[src/rtl/core/priority_task_queue_macros.svh]
// Assertion macros for the priority task queue.
// Included by the RTL modules that carry concurrent assertions; needs clk_i and rst_ni.
`ifndef PRIORITY_TASK_QUEUE_MACROS_SVH
`define PRIORITY_TASK_QUEUE_MACROS_SVH

// Checked at every rising edge, switched off while reset is asserted.
`define PTQ_ASSERT(label, prop, msg) \
  label: assert property (@(posedge clk_i) disable iff (!rst_ni) prop) else $error(msg);

// Checked at every rising edge, reset included.
`define PTQ_ASSERT_ALWAYS(label, prop, msg) \
  label: assert property (@(posedge clk_i) prop) else $error(msg);

`endif

[src/rtl/core/ptq_pkg.sv]
// Package for the priority task queue: sizes, codes, payload and cell types.
// Used by ptq_slot_alloc, ptq_cell and priority_task_queue; depends on nothing.
package ptq_pkg;

  localparam int TASK_SLOTS = 16;
  localparam int SLOT_W     = $clog2(TASK_SLOTS);
  localparam int CNT_W      = $clog2(TASK_SLOTS + 1);

  typedef enum logic [1:0] {
    CMD_CREATE   = 2'd0,
    CMD_DISPATCH = 2'd1,
    CMD_COMPLETE = 2'd2,
    CMD_PREEMPT  = 2'd3
  } cmd_e;

  typedef enum logic [2:0] {
    STAT_OK         = 3'd0,
    STAT_FULL       = 3'd1,
    STAT_EMPTY      = 3'd2,
    STAT_NOT_READY  = 3'd3,
    STAT_NO_CURRENT = 3'd4
  } status_e;

  typedef enum logic [1:0] {
    TS_DEAD        = 2'd0,
    TS_READY       = 2'd1,
    TS_RUNNING     = 2'd2,
    TS_INTERRUPTED = 2'd3
  } task_state_e;

  typedef enum logic [1:0] {
    CELL_HOLD   = 2'd0,
    CELL_INSERT = 2'd1,
    CELL_POP    = 2'd2,
    CELL_MARK   = 2'd3
  } cell_op_e;

  typedef struct packed {
    logic [1:0]  cmd;
    logic [7:0]  prio;
    logic [31:0] handle;
  } in_item_t;

  typedef struct packed {
    logic [2:0]  status;
    logic [3:0]  slot;
    logic [31:0] task_handle;
    logic [7:0]  task_prio;
  } out_item_t;

  typedef struct packed {
    logic              valid;
    logic [SLOT_W-1:0] slot;
    logic [7:0]        prio;
    logic [31:0]       handle;
    task_state_e       state;
  } entry_t;

  localparam entry_t ENTRY_NONE = '{
    valid: 1'b0, slot: '0, prio: 8'd0, handle: 32'd0, state: TS_DEAD
  };

  // Broadcast to every cell of the order list.
  typedef struct packed {
    cell_op_e          op;
    logic [SLOT_W-1:0] slot;
    logic [7:0]        prio;
    logic [31:0]       handle;
    task_state_e       mark_state;
  } cell_ctrl_t;

  typedef struct packed {
    logic              take;
    logic              give_back;
    logic [SLOT_W-1:0] rel_slot;
  } alloc_req_t;

  // Result slot field is four bits wide; wider slot numbers wrap.
  function automatic logic [3:0] to_slot_field(input logic [SLOT_W-1:0] s);
    logic [SLOT_W+3:0] t;
    t = {4'd0, s};
    return t[3:0];
  endfunction

endpackage

[src/rtl/core/ptq_slot_alloc.sv]
// Slot occupancy flags and lowest-free-slot search for the priority task queue.
// Depends on ptq_pkg.
module ptq_slot_alloc (
  input  logic                       clk_i,
  input  logic                       rst_ni,
  input  ptq_pkg::alloc_req_t        req_i,
  output logic [ptq_pkg::SLOT_W-1:0] free_slot_o
);

  logic [ptq_pkg::TASK_SLOTS-1:0] used_q, used_d;

  // Priority encoder: the lowest clear bit wins, as the search runs downwards.
  always_comb begin
    free_slot_o = '0;
    for (int i = ptq_pkg::TASK_SLOTS - 1; i >= 0; i--) begin
      if (!used_q[i]) begin
        free_slot_o = ptq_pkg::SLOT_W'(i);
      end
    end
  end

  always_comb begin
    used_d = used_q;
    if (req_i.take) begin
      used_d[free_slot_o] = 1'b1;
    end
    if (req_i.give_back) begin
      used_d[req_i.rel_slot] = 1'b0;
    end
  end

  always_ff @(posedge clk_i or negedge rst_ni) begin
    if (!rst_ni) begin
      used_q <= '0;
    end else begin
      used_q <= used_d;
    end
  end

endmodule

[src/rtl/core/ptq_cell.sv]
// One cell of the ordered task list: holds one entry and trades with its neighbours.
// Depends on ptq_pkg.
module ptq_cell (
  input  logic                clk_i,
  input  logic                rst_ni,
  input  ptq_pkg::cell_ctrl_t ctrl_i,
  input  ptq_pkg::entry_t     left_i,
  input  logic                left_le_i,
  input  ptq_pkg::entry_t     right_i,
  output ptq_pkg::entry_t     entry_o,
  output logic                le_o
);

  ptq_pkg::entry_t entry_q, entry_d;

  // True when this entry stays ahead of a task being created.
  assign le_o    = entry_q.valid && (entry_q.prio <= ctrl_i.prio);
  assign entry_o = entry_q;

  always_comb begin
    entry_d = entry_q;
    case (ctrl_i.op)
      ptq_pkg::CELL_INSERT: begin
        if (!le_o) begin
          if (left_le_i) begin
            entry_d.valid  = 1'b1;
            entry_d.slot   = ctrl_i.slot;
            entry_d.prio   = ctrl_i.prio;
            entry_d.handle = ctrl_i.handle;
            entry_d.state  = ptq_pkg::TS_READY;
          end else begin
            entry_d = left_i;
          end
        end
      end
      ptq_pkg::CELL_POP: begin
        entry_d = right_i;
      end
      ptq_pkg::CELL_MARK: begin
        if (entry_q.valid && (entry_q.slot == ctrl_i.slot)) begin
          entry_d.state = ctrl_i.mark_state;
        end
      end
      default: begin
        entry_d = entry_q;
      end
    endcase
  end

  always_ff @(posedge clk_i or negedge rst_ni) begin
    if (!rst_ni) begin
      entry_q <= ptq_pkg::ENTRY_NONE;
    end else begin
      entry_q <= entry_d;
    end
  end

endmodule

[src/rtl/core/priority_task_queue.sv]
// Top level of the priority task queue: command decode, cell chain and result register.
// Depends on ptq_pkg, ptq_cell, ptq_slot_alloc and priority_task_queue_macros.svh.
//
//   Channel   Signals                               Direction   Moves
//   in        in_valid_i, in_stall_o, in_data_i     into block  one command per transfer
//   out       out_valid_o, out_stall_i, out_data_o  out of block one result per transfer
//
// Every command is decoded against the cell chain; the cells and the result register
// are loaded at the same edge, so a new command may follow in the next cycle unless
// the input is stalled. The compare-and-shift cells insert or pop in one step.
// Reset clears the list, the slot flags and the current task; no clearing pass is needed.
// The input is stalled only while a result waits in the output register and the output
// side stalls; a result that is taken in the same cycle frees the register for the next.

`include "priority_task_queue_macros.svh"

module priority_task_queue (
  input  logic               clk_i,
  input  logic               rst_ni,
  input  logic               in_valid_i,
  output logic               in_stall_o,
  input  ptq_pkg::in_item_t  in_data_i,
  output logic               out_valid_o,
  input  logic               out_stall_i,
  output ptq_pkg::out_item_t out_data_o
);

  localparam int N = ptq_pkg::TASK_SLOTS;

  // The cell chain. Cell 0 is the head of the list.
  ptq_pkg::entry_t     ent [N];
  logic [N-1:0]        le;
  logic [N-1:0]        cell_valid;
  ptq_pkg::cell_ctrl_t ctrl;

  // Book-keeping registers.
  logic [ptq_pkg::CNT_W-1:0]  count_q, count_d;
  logic                       cur_valid_q, cur_valid_d;
  logic [ptq_pkg::SLOT_W-1:0] cur_slot_q, cur_slot_d;
  logic [7:0]                 cur_prio_q, cur_prio_d;

  // Result register.
  logic               out_valid_q, out_valid_d;
  ptq_pkg::out_item_t out_q, res;

  ptq_pkg::alloc_req_t        alloc_req;
  logic [ptq_pkg::SLOT_W-1:0] free_slot;
  logic                       in_accept;
  ptq_pkg::entry_t            head;

  // A waiting result holds back the input only if it is not taken in this cycle.
  assign in_stall_o  = out_valid_q && out_stall_i;
  assign in_accept   = in_valid_i && !in_stall_o;
  assign out_valid_o = out_valid_q;
  assign out_data_o  = out_q;
  assign head        = ent[0];

  ptq_slot_alloc u_alloc (
    .clk_i       (clk_i),
    .rst_ni      (rst_ni),
    .req_i       (alloc_req),
    .free_slot_o (free_slot)
  );

  for (genvar i = 0; i < N; i++) begin : g_cell
    ptq_pkg::entry_t left_e, right_e;
    logic            left_le;

    if (i == 0) begin : g_first
      assign left_e  = ptq_pkg::ENTRY_NONE;
      assign left_le = 1'b1;
    end else begin : g_inner_left
      assign left_e  = ent[i-1];
      assign left_le = le[i-1];
    end

    if (i == N - 1) begin : g_last
      assign right_e = ptq_pkg::ENTRY_NONE;
    end else begin : g_inner_right
      assign right_e = ent[i+1];
    end

    ptq_cell u_cell (
      .clk_i     (clk_i),
      .rst_ni    (rst_ni),
      .ctrl_i    (ctrl),
      .left_i    (left_e),
      .left_le_i (left_le),
      .right_i   (right_e),
      .entry_o   (ent[i]),
      .le_o      (le[i])
    );

    assign cell_valid[i] = ent[i].valid;
  end

  // Command decode. Everything below only takes effect on an accepted transfer.
  always_comb begin
    res             = '0;
    ctrl.op         = ptq_pkg::CELL_HOLD;
    ctrl.slot       = free_slot;
    ctrl.prio       = in_data_i.prio;
    ctrl.handle     = in_data_i.handle;
    ctrl.mark_state = ptq_pkg::TS_RUNNING;
    alloc_req       = '0;
    alloc_req.rel_slot = head.slot;
    count_d         = count_q;
    cur_valid_d     = cur_valid_q;
    cur_slot_d      = cur_slot_q;
    cur_prio_d      = cur_prio_q;

    case (ptq_pkg::cmd_e'(in_data_i.cmd))
      ptq_pkg::CMD_CREATE: begin
        if (count_q == ptq_pkg::CNT_W'(N)) begin
          res.status = ptq_pkg::STAT_FULL;
        end else begin
          res.status     = ptq_pkg::STAT_OK;
          res.slot       = ptq_pkg::to_slot_field(free_slot);
          res.task_prio  = in_data_i.prio;
          ctrl.op        = ptq_pkg::CELL_INSERT;
          alloc_req.take = 1'b1;
          count_d        = count_q + ptq_pkg::CNT_W'(1);
        end
      end
      ptq_pkg::CMD_PREEMPT: begin
        if (!cur_valid_q) begin
          res.status = ptq_pkg::STAT_NO_CURRENT;
        end else begin
          // The current task may have been overtaken by a newer head.
          res.status      = ptq_pkg::STAT_OK;
          res.slot        = ptq_pkg::to_slot_field(cur_slot_q);
          res.task_prio   = cur_prio_q;
          ctrl.op         = ptq_pkg::CELL_MARK;
          ctrl.slot       = cur_slot_q;
          ctrl.mark_state = ptq_pkg::TS_INTERRUPTED;
        end
      end
      ptq_pkg::CMD_DISPATCH: begin
        if (count_q == '0) begin
          res.status = ptq_pkg::STAT_EMPTY;
        end else if (head.state != ptq_pkg::TS_READY) begin
          res.status    = ptq_pkg::STAT_NOT_READY;
          res.slot      = ptq_pkg::to_slot_field(head.slot);
          res.task_prio = head.prio;
        end else begin
          res.status      = ptq_pkg::STAT_OK;
          res.slot        = ptq_pkg::to_slot_field(head.slot);
          res.task_handle = head.handle;
          res.task_prio   = head.prio;
          ctrl.op         = ptq_pkg::CELL_MARK;
          ctrl.slot       = head.slot;
          ctrl.mark_state = ptq_pkg::TS_RUNNING;
          cur_valid_d     = 1'b1;
          cur_slot_d      = head.slot;
          cur_prio_d      = head.prio;
        end
      end
      ptq_pkg::CMD_COMPLETE: begin
        if (count_q == '0) begin
          res.status = ptq_pkg::STAT_EMPTY;
        end else begin
          // The head is freed whatever its state.
          res.status          = ptq_pkg::STAT_OK;
          res.slot            = ptq_pkg::to_slot_field(head.slot);
          res.task_prio       = head.prio;
          ctrl.op             = ptq_pkg::CELL_POP;
          alloc_req.give_back = 1'b1;
          count_d             = count_q - ptq_pkg::CNT_W'(1);
          cur_valid_d         = 1'b0;
        end
      end
      default: begin
        res.status = ptq_pkg::STAT_OK;
      end
    endcase

    if (!in_accept) begin
      ctrl.op             = ptq_pkg::CELL_HOLD;
      alloc_req.take      = 1'b0;
      alloc_req.give_back = 1'b0;
      count_d             = count_q;
      cur_valid_d         = cur_valid_q;
      cur_slot_d          = cur_slot_q;
      cur_prio_d          = cur_prio_q;
    end
  end

  always_comb begin
    out_valid_d = out_valid_q;
    if (in_accept) begin
      out_valid_d = 1'b1;
    end else if (out_valid_q && !out_stall_i) begin
      out_valid_d = 1'b0;
    end
  end

  always_ff @(posedge clk_i or negedge rst_ni) begin
    if (!rst_ni) begin
      count_q     <= '0;
      cur_valid_q <= 1'b0;
      cur_slot_q  <= '0;
      cur_prio_q  <= '0;
      out_valid_q <= 1'b0;
    end else begin
      count_q     <= count_d;
      cur_valid_q <= cur_valid_d;
      cur_slot_q  <= cur_slot_d;
      cur_prio_q  <= cur_prio_d;
      out_valid_q <= out_valid_d;
    end
  end

  always_ff @(posedge clk_i) begin
    if (in_accept) begin
      out_q <= res;
    end
  end

  // The number of occupied cells must track the list length.
  `PTQ_ASSERT(a_count_matches_cells,
              ptq_pkg::CNT_W'($countones(cell_valid)) == count_q,
              "list length and occupied cells disagree")
  // The head cell is occupied exactly when the list is not empty.
  `PTQ_ASSERT(a_head_valid, (count_q != '0) == ent[0].valid,
              "head cell does not reflect list length")
  // A current task implies that the list is not empty.
  `PTQ_ASSERT(a_current_listed, cur_valid_q |-> (count_q != '0),
              "current task set on an empty list")
  // A completed head leaves no current task behind.
  `PTQ_ASSERT(a_complete_clears_current,
              (in_accept && (in_data_i.cmd == ptq_pkg::CMD_COMPLETE) && (count_q != '0))
              |=> !cur_valid_q,
              "current task survived a complete")

endmodule
[config.mk]
export PLATFORM = sky130hd
export DESIGN_NAME = priority_task_queue
export DESIGN_NICKNAME = d
export VERILOG_FILES = /design/src/rtl/core/ptq_pkg.sv /design/src/rtl/core/ptq_slot_alloc.sv /design/src/rtl/core/ptq_cell.sv /design/src/rtl/core/priority_task_queue.sv
export VERILOG_INCLUDE_DIRS = /design/src /design/src/rtl/core
export SDC_FILE = /design/constraint.sdc
export NUM_CORES = 2
export LEC_CHECK = 0
export ABC_AREA = 1
export BUFFER_PORTS_ARGS = -buffer_cell sky130_fd_sc_hd__buf_2
export CORE_UTILIZATION = 43
export DETAILED_ROUTE_END_ITERATION = 6
export HOLD_SLACK_MARGIN = 0.15
export SLEW_MARGIN = 20
export SYNTH_ARGS = -nofsm -noshare
export SYNTH_HDL_FRONTEND = slang
export SYNTH_SLANG_ARGS = --single-unit
[constraint.sdc]
create_clock -name clk_i -period 13.8 [get_ports clk_i]
set_input_delay 0.69 -clock clk_i [delete_from_list [all_inputs] [get_ports clk_i]]
set_output_delay 0.69 -clock clk_i [all_outputs]
set_load 0.03 [all_outputs]
=== Yosys cells after proc, flatten, opt, wreduce, memory -nomap -nowiden ===
Cells that the tools add are included.

* Bits in registers: 834
* Input bits: 46
* Logic and storage cells: 400

* Add/sub/neg operators: 2
* Magnitude comparators: 20
* Eq/ne operators: 60
* Mux-type cells: 140
* Bitwise operators: 6
* Reductions and logical operators: 82

{| class="wikitable"
|+ Operator list
! cell !! count
|-
| $mux W47 || 31
|-
| $pmux W45 S2 || 16
|-
| $le A8 B8 Y1 || 16
|-
| $pmux W2 S3 || 16
|-
| $mux W4 || 19
|-
| $eq A4 B4 Y1 || 16
|-
| $reduce_and A3 Y1 || 16
|-
| $mux W44 || 1
|-
| $mux W2 || 21
|-
| $ne A2 B2 Y1 const B || 20
|-
| $logic_and A1 B1 Y1 || 37
|-
| $ne A2 B1 Y1 const B || 17
|-
| $mux W16 || 2
|-
| $mux W32 || 1
|-
| $pmux W8 S4 || 1
|-
| $reduce_and A2 Y1 || 16
|-
| $pmux W7 S4 || 1
|-
| $mux W6 || 4
|-
| $mux W8 || 3
|-
| $and A16 B16 Y16 || 1
|-
| $not A16 Y16 || 1
|-
| $or A16 B16 Y16 || 1
|-
| $mux W1 || 15
|-
| $lt A4 B5 Y1 const B || 2
|-
| other kinds (22) || 36
|}

=== Logic depth before layout (Yosys ltp) ===
* Depth after elaboration: 24
* Mapped depth: 24
* Depth with buffers taken out: 23

=== Modules after synthesis ===
From an unflattened synthesis, not the netlist that was laid out.

* Cell total of the unflattened synthesis: 7982
* Area, all modules: 55076.6 µm²

{| class="wikitable"
|+ By module, submodules not included
! module !! times used !! cells an instance !! area each (µm²)
|-
| ptq_cell at g_cell[15].u_cell ... || 10 || 470 || 3128.0
|-
| ptq_cell at g_cell[0].u_cell ... || 6 || 470 || 3280.6
|-
| priority_task_queue || 1 || 324 || 3104.2
|-
| ptq_slot_alloc || 1 || 138 || 1008.5
|}

=== Least setup slack after synthesis ===
OpenSTA, ideal clock, no wires.

* Kind: input -> register
* From: input port out_stall_i
* To: register g_cell[5].u_cell.entry_q, in the netlist g_cell[5].u_cell.entry_o[37]
* Setup time: 0.124 ns
* Arrival time: 5.462 ns
* Data required time: 13.676 ns
* Path slack: 8.214 ns
* Cell stages on the path: 15
* Cell sequence: nand2_1 -> inv_1 -> nor2_1 -> inv_1 -> nor2_1 -> o21ai_0 -> ha_1 -> inv_1 -> clkbuf_1 -> clkbuf_1 -> clkbuf_1 -> buf_1 -> o211ai_1 -> o211ai_1 -> nand2_1

* Cells in the longest elaborated chain, start to end: 7
* Elaborated cells on any way between the ends: 10
* Those cells by class: eq/ne (3); mux (2); reduce/logical (5)

{| class="wikitable"
|+ RTL lines
! what !! line !! source
|-
| start, declared || priority_task_queue.sv:24 || <nowiki>input logic out_stall_i,</nowiki>
|-
| $logic_and A1 B1 Y1 * || priority_task_queue.sv:52 || <nowiki>assign in_stall_o = out_valid_q && out_stall_i;</nowiki>
|-
| net in_stall_o || priority_task_queue.sv:21 || <nowiki>output logic in_stall_o,</nowiki>
|-
| $logic_not A1 Y1 * || priority_task_queue.sv:53 || <nowiki>assign in_accept = in_valid_i && !in_stall_o;</nowiki>
|-
| $logic_and A1 B1 Y1 * || priority_task_queue.sv:53 ||
|-
| net in_accept || priority_task_queue.sv:48 || <nowiki>logic in_accept;</nowiki>
|-
| $mux W2 * || priority_task_queue.sv:177 || <nowiki>if (!in_accept) begin</nowiki>
|-
| $eq A2 B1 Y1 or $eq A2 B2 Y1 (tied branches) || ptq_cell.sv:22 || <nowiki>case (ctrl_i.op)</nowiki>
|-
| $ne A2 B2 Y1 (no line) or $reduce_bool A2 Y1 (tied branches) || n/a ||
|-
| $reduce_and A2 Y1 (no line) || n/a ||
|-
| end signal, assigned || ptq_cell.sv:52 || <nowiki>entry_q <= ptq_pkg::ENTRY_NONE;</nowiki>
|-
| end signal, assigned || ptq_cell.sv:54 || <nowiki>entry_q <= entry_d;</nowiki>
|-
| end, declared || ptq_cell.sv:14 || <nowiki>ptq_pkg::entry_t entry_q, entry_d;</nowiki>
|}

Mark *: on every way through the listed nets, which the timed path passes. The rest lies on a longest branch.
A chain may end at the register's enable or synchronous reset.

=== Worst setup path in the final report ===
* From: register count_q[1] in the netlist's numbering
* To: register g_cell[5].u_cell.entry_q, in the netlist g_cell[5].u_cell.entry_o[26]

* Cells in the longest elaborated chain, start to end: 7
* Elaborated cells on any way between the ends: 13
* Those cells by class: eq/ne (4); mux (6); reduce/logical (3)

{| class="wikitable"
|+ RTL lines
! what !! line !! source
|-
| start, declared || priority_task_queue.sv:37 || <nowiki>logic [ptq_pkg::CNT_W-1:0] count_q, count_d;</nowiki>
|-
| start signal, assigned || priority_task_queue.sv:205 || <nowiki>count_q <= count_d;</nowiki>
|-
| $eq A5 B5 Y1 or $logic_not A5 Y1 (tied branches) || priority_task_queue.sv:114, priority_task_queue.sv:139, priority_task_queue.sv:159 ||
|-
| $mux W1, or another cell as far along || priority_task_queue.sv:114 || <nowiki>if (count_q == ptq_pkg::CNT_W'(N)) begin</nowiki>
|-
| $pmux W2 S4 * || priority_task_queue.sv:112 || <nowiki>case (ptq_pkg::cmd_e'(in_data_i.cmd))</nowiki>
|-
| $mux W2 * || priority_task_queue.sv:177 ||
|-
| $eq A2 B1 Y1 or $eq A2 B2 Y1 (tied branches) || ptq_cell.sv:22 ||
|-
| $ne A2 B2 Y1 (no line) or $reduce_bool A2 Y1 (tied branches) || n/a ||
|-
| $reduce_and A2 Y1 (no line) || n/a ||
|}

Mark *: on every way between the ends. The rest lies on a longest branch, timed or not.

==> results.sh <==
export IMPL_outcome="complete, no violations"
export IMPL_grt_pass1_vias=44341
export IMPL_synthesis_to_layout_area_growth_pct=9.11
export IMPL_detailed_place_hpwl_um=107000
export IMPL_yosys_register_bits=834
export IMPL_drt_pass1_iterations=6
export IMPL_fp_dieArea_sq_um=113000
export IMPL_setup_tns_final_ns=0
export IMPL_utilization_pct=47.3
export IMPL_gr_total_overflow=0
export IMPL_drt_iter0_markers=3982
export IMPL_startpoint_kind_of_the_worst_setup_timing_path="flop"
export IMPL_rsz0062_at_grt="no"
export IMPL_finalSetupViolations=0
export IMPL_finalWeightedCongestion=0.862
export IMPL_final_antenna_net_count=0
export IMPL_cellInternalPower_mw=6.99
export IMPL_grt_start_max_net_pins=229
export IMPL_cts_htree_levels=3
export IMPL_synth_yosys_seq_area_share_pct=44.0
export IMPL_syn_area_per_cell_sq_um=7.63
export IMPL_total_power_mw=12.9
export IMPL_cts_root_buf="sky130_fd_sc_hd__clkbuf_16"
export IMPL_max_slew_margin_pct=23.8
export IMPL_combPwrFrac_pct=43.1
export IMPL_first_pass_grt_wire_length_um=262000
export IMPL_dominantRegCellSynth="sky130_fd_sc_hd__dfrtp_1"
export IMPL_yosys_area_top_type="sky130_fd_sc_hd__dfrtp_1"
export IMPL_worst_slew_pin_tran_ns=1.14
export IMPL_switching_power_total_mw=5.95
export IMPL_power_share_of_the_clock_group_pct=20.5
export IMPL_vias_per_cell=5.95
export IMPL_synth_area_leaders="sky130_fd_sc_hd__dfrtp_1 (41%), sky130_fd_sc_hd__nand2_1 (12%), sky130_fd_sc_hd__o21ai_0 (9.2%), sky130_fd_sc_hd__o211ai_1 (8.4%), sky130_fd_sc_hd__a21oi_1 (6.0%)"
export IMPL_drv_cap=0
export IMPL_max_freq_ghz=0.156
export IMPL_synthesis_nets=6473
export IMPL_number_of_clock_buffers_inserted_by_tritoncts=94
export IMPL_synth_area_sq_um=48000
export IMPL_vias=45391
export IMPL_asyncSetResetFlopFracSynth_pct=94.4
export IMPL_path_clk_slew_ns=0.06
export IMPL_routed_wirelength_um=169000
export IMPL_final_layout_size_suffix_gt1_share_pct=6.44
export IMPL_power_frac_seq_pct=36.4
export IMPL_numPortBuffers=94
export IMPL_timing_clock_skew_ns=0.0291
export IMPL_avgRoutedWirePerCell_um=22.2
export IMPL_worst_ep_required_time_ns=14.37
export IMPL_antenna_violations_before_repair=0
export IMPL_path_class="flop to flop"
export IMPL_switching_share_pct=46.0
export IMPL_io_pins=95
export IMPL_die_h_um=336
export IMPL_postCtsSetupRepairBufs=0
export IMPL_leakage_nw=23.9
export IMPL_synth_largest_type_area_fraction_pct=41.0
export IMPL_placementRows=122
export IMPL_cp_arrival_ns=6.99
export IMPL_worst_hold_path_type="input pin to flop"
export IMPL_grt_total_usage_pct=29.9
export IMPL_crit_fanout=146
export IMPL_power_density_cell_area_nw_per_um2=247
export IMPL_dieWidth_um=336
export IMPL_initial_core_util_pct=43.4
export IMPL_cts_root_to_sink_buffers=3
export IMPL_post_route_drc_count=0
export IMPL_clk_latency_ns=0.70
export IMPL_final_hold_viol_count=0
export IMPL_clock_sink_count=834
export IMPL_final_net_count=6244
export IMPL_synthesis_yosys_warnings=0
export IMPL_final_period_utilization_pct=46.5
export IMPL_vdd_ir_drop_max_mv=0.127
export IMPL_antenna_cells=0
export IMPL_fin_crit_ns=6.42
export IMPL_clock_tree_from_tritoncts="built"
export IMPL_synthesis_instances=6291
export IMPL_critPathCaptureType="flop"
export IMPL_synth_edff_count=47
export IMPL_synth_cell_types=48
export IMPL_finalMaxSlewViolations=0
export IMPL_design_core_area_sq_um=111000
-- flip-flops by register name (all words and copies together), names as in the netlist --
register,count
out_valid_o,1
out_data_o,47
count_q,5
g_cell.u_cell.entry_o,752
cur_slot_q,4
cur_valid_q,1
cur_prio_q,8
u_alloc.used_q,16
-- layout make-up --
class | instances | area (sq um)
fillers | 11033 | 58300
clock inverters | 33 | 483
clock buffers | 139 | 2720
repair buffers | 179 | 1170
flip-flops and latches | 834 | 21100
well taps | 1488 | 1860
inverters | 394 | 1490
multi-input cells | 4559 | 23500
-- cells by family (layout without fill, tap and decap cells) --
group	count (synthesis)	after routing	synth area share (%)
DFF	834	834	44.0
buffers and inverters	898	745	7.24
and+or+nand+nor	2178	2178	17.6
adders and majority gates	136	136	3.56
xor gates and xnor gates	27	27	0.696
AOI/OAI and AO/OA	2218	2218	26.9
-- critical path: stages, from the launching register on --
cell,delay [ns]
sky130_fd_sc_hd__dfrtp_1,0.44
sky130_fd_sc_hd__nor4_4,0.33
sky130_fd_sc_hd__nand2_2,0.28
sky130_fd_sc_hd__nand2_2,0.72
sky130_fd_sc_hd__inv_2,0.16
sky130_fd_sc_hd__nor2_8,0.22
sky130_fd_sc_hd__a21oi_1,0.17
sky130_fd_sc_hd__ha_4,0.23
sky130_fd_sc_hd__inv_8,0.61
sky130_fd_sc_hd__buf_4,0.80
sky130_fd_sc_hd__buf_4,0.85
sky130_fd_sc_hd__buf_4,0.83
sky130_fd_sc_hd__o211ai_1,0.20
sky130_fd_sc_hd__o211ai_1,0.13
sky130_fd_sc_hd__nand2_1,0.08
-- layer usage --
layer / GRT usage [%] / vias to the layer above / wire (um) / share of wire [%]
met5: 0 / - / 0 / 0
met4: 16.4 / 0 / 9770 / 5.8
met3: 2.85 / 469 / 7970 / 4.7
met2: 52.2 / 1556 / 85100 / 50
met1: 36.2 / 22334 / 66600 / 39
li1: - / 21032 / - / -
-- Yosys cell counts (all sizes together), types with 6 or more instances --
cell type     n
a21oi       574
o211ai      536
inv         388
dfrtp       787
xor2         26
ha          135
buf          68
nor2        455
o22ai        45
nand3       127
edfxtp       47
clkbuf      436
nand2      1582
a21boi        6
o21ai       918
a211oi      118
nor3          8
clkinv        6
-- what timing repair did --
action | CTS | global route
hold endpoints to repair | 90 | 0
hold buffers | 1 | 0
resized for setup | 0 | 0
-- power groups by stage --
stage / registers, mW / logic, mW / clock network [mW]
final: 4.71 / 5.58 / 2.65
after global routing: 4.81 / 6.30 / 2.78
after CTS: 4.69 / 5.55 / 2.68
after detailed placement: 4.72 / 5.53 / 0
after global placement: 4.72 / 5.42 / 0
after floorplan: 4.25 / 4.09 / 0
-- cells in the final DEF (no fill, tap or decap), types with 3 or more instances in the layout --
cell                        count
sky130_fd_sc_hd__nand2_1     1549
sky130_fd_sc_hd__o21ai_0      886
sky130_fd_sc_hd__dfrtp_1      787
sky130_fd_sc_hd__a21oi_1      572
sky130_fd_sc_hd__o211ai_1     536
sky130_fd_sc_hd__nor2_1       452
sky130_fd_sc_hd__inv_1        369
sky130_fd_sc_hd__ha_1         134
sky130_fd_sc_hd__nand3_1      126
sky130_fd_sc_hd__a211oi_1     118
sky130_fd_sc_hd__clkbuf_16     95
sky130_fd_sc_hd__buf_2         93
sky130_fd_sc_hd__buf_4         81
sky130_fd_sc_hd__edfxtp_1      47
sky130_fd_sc_hd__o22ai_1       45
sky130_fd_sc_hd__o21ai_1       31
sky130_fd_sc_hd__clkbuf_1      26
sky130_fd_sc_hd__nand2_2       21
sky130_fd_sc_hd__clkbuf_8      18
sky130_fd_sc_hd__inv_2         16
sky130_fd_sc_hd__xor2_2        13
sky130_fd_sc_hd__xor2_1        13
sky130_fd_sc_hd__clkinv_1      12
sky130_fd_sc_hd__clkinv_2      12
sky130_fd_sc_hd__nand2_4       11
sky130_fd_sc_hd__bufinv_16     10
sky130_fd_sc_hd__nor3_1         7
sky130_fd_sc_hd__a21boi_0       6
sky130_fd_sc_hd__o31ai_1        5
sky130_fd_sc_hd__a22oi_1        4
sky130_fd_sc_hd__a31oi_1        4
sky130_fd_sc_hd__a2bb2oi_1      3
sky130_fd_sc_hd__nand4_1        3
sky130_fd_sc_hd__clkinv_8       3
-- path summary, 6_finish.rpt --
| kind | from | end | slack [ns] | depth (start not counted) |
|---|---|---|---|---|
| setup / recovery | count_q[1]$_DFFE_PN0P_ | g_cell[5].u_cell.entry_o[26]$_DFFE_PN0P_ | 7.38 | 14 |
| hold / removal | out_stall_i | out_valid_o$_DFFE_PN0P_ | 0.22 | 3 |
| setup reg to reg | count_q[1]$_DFFE_PN0P_ | g_cell[5].u_cell.entry_o[26]$_DFFE_PN0P_ | 7.38 | 14 |
| hold reg to reg | g_cell[4].u_cell.entry_o[1]$_DFFE_PN0P_ | g_cell[4].u_cell.entry_o[1]$_DFFE_PN0P_ | 0.48 | 2 |
| max in group asynchronous | rst_ni | g_cell[5].u_cell.entry_o[18]$_DFFE_PN0P_ | 10.28 | 5 |
| min in group asynchronous | rst_ni | count_q[2]$_DFFE_PN0P_ | 0.63 | 2 |
-- through the flow --
stage | hold slack (ns) | cell area (sq um) | setup WS (ns) | instances
6_report | 0.224 | 52300 | 7.38 | 7626
5_1_grt | 0.226 | 52300 | 6.93 | 7626
4_1_cts | 0.194 | 52300 | 7.44 | 7625
3_5_place_dp | 0.463 | 49100 | 7.46 | 7452
3_3_place_gp | 0.455 | 49100 | 7.59 | 7452
2_1_floorplan | 0.394 | 48000 | 8.21 | 6291
(Power assumes the default switching activity.)
